<file path="src/rtl/core/mrwt_mulmod.sv">
// Bit-serial modular multiplier: (x * y) mod m, one bit of y per cycle, MSB first.
`default_nettype none

module mrwt_mulmod #(
    parameter int W = 64
) (
    input  wire logic         clk,
    input  wire logic         rst_n,
    input  wire logic         go,
    input  wire logic [W-1:0] x,
    input  wire logic [W-1:0] y,
    input  wire logic [W-1:0] m,
    output logic              done,
    output logic [W-1:0]      prod
);

    localparam int CW = (W > 1) ? $clog2(W) : 1;

    logic          running_reg, running_next;
    logic          done_reg, done_next;
    logic [CW-1:0] cnt_reg, cnt_next;
    logic [W-1:0]  acc_reg, acc_next;
    logic [W-1:0]  x_reg, x_next;
    logic [W-1:0]  y_reg, y_next;

    logic [W:0]    dbl;
    logic [W:0]    dbl_sub;
    logic [W-1:0]  dbl_mod;
    logic [W:0]    sum;
    logic [W:0]    sum_sub;
    logic [W-1:0]  step_mod;

    // Double the accumulator mod m, then add x mod m when the current bit of y is set
    always_comb
    begin
        dbl      = {acc_reg, 1'b0};
        dbl_sub  = dbl - {1'b0, m};
        dbl_mod  = (dbl >= {1'b0, m}) ? dbl_sub[W-1:0] : dbl[W-1:0];
        sum      = {1'b0, dbl_mod} + {1'b0, x_reg};
        sum_sub  = sum - {1'b0, m};
        step_mod = dbl_mod;
        if (y_reg[W-1])
        begin
            step_mod = (sum >= {1'b0, m}) ? sum_sub[W-1:0] : sum[W-1:0];
        end
    end

    // Sequence the W steps of one product
    always_comb
    begin
        running_next = running_reg;
        done_next    = 1'b0;
        cnt_next     = cnt_reg;
        acc_next     = acc_reg;
        x_next       = x_reg;
        y_next       = y_reg;
        if (go)
        begin
            running_next = 1'b1;
            cnt_next     = CW'(W - 1);
            acc_next     = '0;
            x_next       = x;
            y_next       = y;
        end
        else if (running_reg)
        begin
            acc_next = step_mod;
            y_next   = {y_reg[W-2:0], 1'b0};
            if (cnt_reg == '0)
            begin
                running_next = 1'b0;
                done_next    = 1'b1;
            end
            else
            begin
                cnt_next = cnt_reg - 1'b1;
            end
        end
    end

    // Hold control state
    always_ff @(posedge clk or negedge rst_n)
    begin
        if (!rst_n)
        begin
            running_reg <= 1'b0;
            done_reg    <= 1'b0;
            cnt_reg     <= '0;
        end
        else
        begin
            running_reg <= running_next;
            done_reg    <= done_next;
            cnt_reg     <= cnt_next;
        end
    end

    // Hold operands and accumulator
    always_ff @(posedge clk)
    begin
        acc_reg <= acc_next;
        x_reg   <= x_next;
        y_reg   <= y_next;
    end

    assign done = done_reg;
    assign prod = acc_reg;

endmodule

`default_nettype wire

</file>
<file path="config.mk">
export PLATFORM = sky130hd
export DESIGN_NAME = mrwt_mulmod
export DESIGN_NICKNAME = d
export VERILOG_FILES = /design/src/rtl/core/mrwt_mulmod.sv
export SDC_FILE = /design/constraint.sdc
export NUM_CORES = 1
export LEC_CHECK = 0
export ABC_CLOCK_PERIOD_IN_PS = 10100
export BUFFER_PORTS_ARGS = -buffer_cell sky130_fd_sc_hd__buf_4
export CELL_PAD_IN_SITES_DETAIL_PLACEMENT = 1
export CELL_PAD_IN_SITES_GLOBAL_PLACEMENT = 1
export CORE_MARGIN = 2
export CORE_UTILIZATION = 45
export CTS_CLUSTER_DIAMETER = 120
export CTS_CLUSTER_SIZE = 20
export DETAILED_ROUTE_END_ITERATION = 12
export PLACE_DENSITY_LB_ADDON = 0.1
export SLEW_MARGIN = 10
export SYNTH_ARGS = -nofsm -noshare
export SYNTH_HDL_FRONTEND = slang
export SYNTH_SLANG_ARGS = --single-unit
</file>
<file path="constraint.sdc">
create_clock -name clk -period 10.1 [get_ports clk]
set_clock_uncertainty 0.2 [all_clocks]
set_input_delay 0 -clock clk [delete_from_list [all_inputs] [get_ports clk]]
set_output_delay 0 -clock clk [all_outputs]
set_load 0.01 [all_outputs]
</file>
==> results.sh <==
export IMPL_status="finished clean"
export IMPL_whs_path_depth=2
export IMPL_dieArea_um2=47210
export IMPL_synth_area_leaders="edfxtp_1 (19%), ha_1 (12%), dfxtp_1 (6.3%)"
export IMPL_wire_per_inst_um=27.23
export IMPL_synth_ff_type="edfxtp_1"
export IMPL_fin_crit_ns=9.993
export IMPL_synth_top_area_cell="edfxtp_1"
export IMPL_remaining_drc_errors=0
export IMPL_fmax_ghz=0.1001
export IMPL_yosys_area_top_type_share_pct=18.78
export IMPL_numCtsBuffers=17
export IMPL_clk_latency_ns=0.54
export IMPL_synth_nets=2864
export IMPL_whs_endpoint="x_reg[11]"
export IMPL_place_gp_congestion=0.9632
export IMPL_syn_to_final_growth_pct=26.02
export IMPL_synth_cells=2472
export IMPL_ys_ff_latch=200
export IMPL_synth_distinct_cells=98
export IMPL_via_count=22330
export IMPL_final_antenna_net_count=0
export IMPL_critPathArrivalTime_ns=10.27
export IMPL_seq_area_frac_synth_pct=26.01
export IMPL_ys_warnings_count=0
export IMPL_slew_violations=0
export IMPL_drv_cap=0
export IMPL_start_util_pct=45.30
export IMPL_wl_mm=95.05
export IMPL_worst_pin_slew_ns=1.308
export IMPL_criticalPathCategory="reg2reg"
export IMPL_dp_hpwl_mm=67.89
export IMPL_avgSynthCellArea_um2=8.281
export IMPL_num_antenna_cells=0
export IMPL_drtIter0Drc=2040
export IMPL_row_count=78
export IMPL_hold_path_class="in2reg"
export IMPL_fin_nets=3269
export IMPL_cts_htree_levels=4
export IMPL_period_share_pct=98.94
export IMPL_die_h_um=217.3
export IMPL_final_core_util_pct=57.09
export IMPL_first_global_vias=23010
export IMPL_layout_common_cells="buf_4 (280), a21oi_1 (254), nand2_1 (240)"
export IMPL_drive_gt1_share_pct=16.33
export IMPL_tritoncts="done"
export IMPL_finalSetupViolCount=0
export IMPL_io_buffers=259
export IMPL_reg2reg_to="prod[33]"
export IMPL_root_buffer="clkbuf_16"
export IMPL_grt_ovfl_total=0
export IMPL_slowest_delay_ns=0.66
export IMPL_coreArea_um2=45190
export IMPL_antenna_found_initial=1
export IMPL_clock_path_buffers=2
export IMPL_fp_dieW_um=217.3
export IMPL_final_common_cell="buf_4"
export IMPL_worstReg2RegStart="prod[30]"
export IMPL_required_ns=10.37
export IMPL_startpoint_type="flip-flop"
export IMPL_hold_viol=0
export IMPL_vias_per_cell=6.398
export IMPL_synth_edf_count=128
export IMPL_cts_sinks=200
export IMPL_reg2regPathDepth=31
export IMPL_clkTransAtPathRegs_ns=0.09
export IMPL_path_max_fanout=23
export IMPL_firstDrtPassIters=6
export IMPL_synthArstFlopShare_pct=4.000
export IMPL_slowest_stage="o211ai_1"
export IMPL_grt_pass1_wl_mm=140.5
export IMPL_grt_total_usage_pct=39.19
export IMPL_cp_end_kind="flip-flop"
export IMPL_n_fill_cell=5301
export IMPL_relSlewSlack_pct=12.48
export IMPL_grt_max_degree=74
export IMPL_r2r_setup_slack_ns=0.11
export IMPL_min_from="x[11]"
export IMPL_ios=260
export IMPL_synthesis_area_um2=20470
==> synthesized netlist by cell type, types with 11 or more instances <==
master    instances
nand2_1         240
nand4_1          51
and2_1           17
a21o_1          117
a211oi_1         33
o21bai_1         28
and3_1           24
xnor2_1         114
o211ai_1         27
nor2b_1          16
o21a_1           34
dfxtp_1          64
inv_1           125
a22oi_1          15
clkbuf_1         68
a22o_1           12
nor3_1           40
nand2b_1         11
a31oi_1          29
ha_1            194
nand3_1          40
o31ai_1          12
a21oi_1         254
edfxtp_1        128
nor2_1          207
mux2i_1          20
xor2_1           65
mux2_2           91
buf_2            31
nor4_1           13
a21boi_0         11
o21ai_0         141
==> kinds of logic after synthesis <==
| family | share of synthesized area [%] |
|---|---|
| buffers and inverters | 4.804 |
| AOI/OAI and AO/OA | 27.58 |
| adders and majority gates | 12.15 |
| muxes | 6.112 |
| xor gates and xnor gates | 7.658 |
| and+or+nand+nor | 15.68 |
| DFF | 26.01 |
==> area by class of cell <==
| class | instances | area [µm²] | share of cell area, % |
|---|---|---|---|
| Multi-Input combinational cell | 2034 | 14270 | 55.33 |
| Sequential cell | 200 | 5325 | 20.64 |
| Timing Repair Buffer | 498 | 4335 | 16.81 |
| Tap cell | 600 | 750.7 | 2.910 |
| Inverter | 126 | 473.0 | 1.833 |
| Clock buffer | 17 | 425.4 | 1.649 |
| Clock inverter | 15 | 214.0 | 0.8294 |
==> worst max-delay path, delay by kind of cell, from the launching register on <==
kind                     cells  cell delay, ns
multiplexers                 1            0.41
flip-flops                   1            0.37
buffers and inverters        2            0.42
XOR/XNOR                     1            0.29
AND/OR/NAND/NOR              6            1.78
AO/OA/AOI/OAI               18            5.21
adder cells (fa/ha/maj)      3            1.20
==> worst max-delay path by stage <==
stage / startpoint / to / slack, ns
floorplan: prod[28] / prod[17] / 2.49
CTS: prod[26] / prod[55] / 0.15
global route: prod[30] / prod[17] / -0.04
detailed placement: prod[26] / prod[55] / 0.20
finish: prod[30] / prod[33] / 0.11
global placement: prod[26] / prod[55] / 0.69
==> metal layers <==
layer	global-route usage (%)	routed length [µm]	vias up
met5	0	13	-
met4	19.82	5327	2
met3	6.946	6418	294
met2	64.89	44060	1068
met1	48.95	39220	10940
li1	-	-	10030
==> timing repair <==
action                     4_1_cts  5_1_grt
setup endpoints to repair        0       64
hold endpoints to repair       148        1
setup buffers                    0        1
resized for setup                0       14
hold buffers                   211        1
==> stage by stage <==
stage               area [µm²]  instances  setup WS, ns  hold slack (ns)  setup TNS, ns
floorplan                20470       2472         2.486          -0.4956              0
global placement         22930       3243        0.6878          -0.3779              0
detailed placement       22930       3243        0.1976          -0.3744              0
CTS                      25680       3486        0.1502       0.00009504              0
global route             25800       3490      -0.03724         0.009342       -0.07339
finish                   25800       3490        0.1074        0.0008010              0
Power is left out: the tool's default activity adds up to more than one toggle a clock period on the data nets, which glitch-free logic cannot reach.
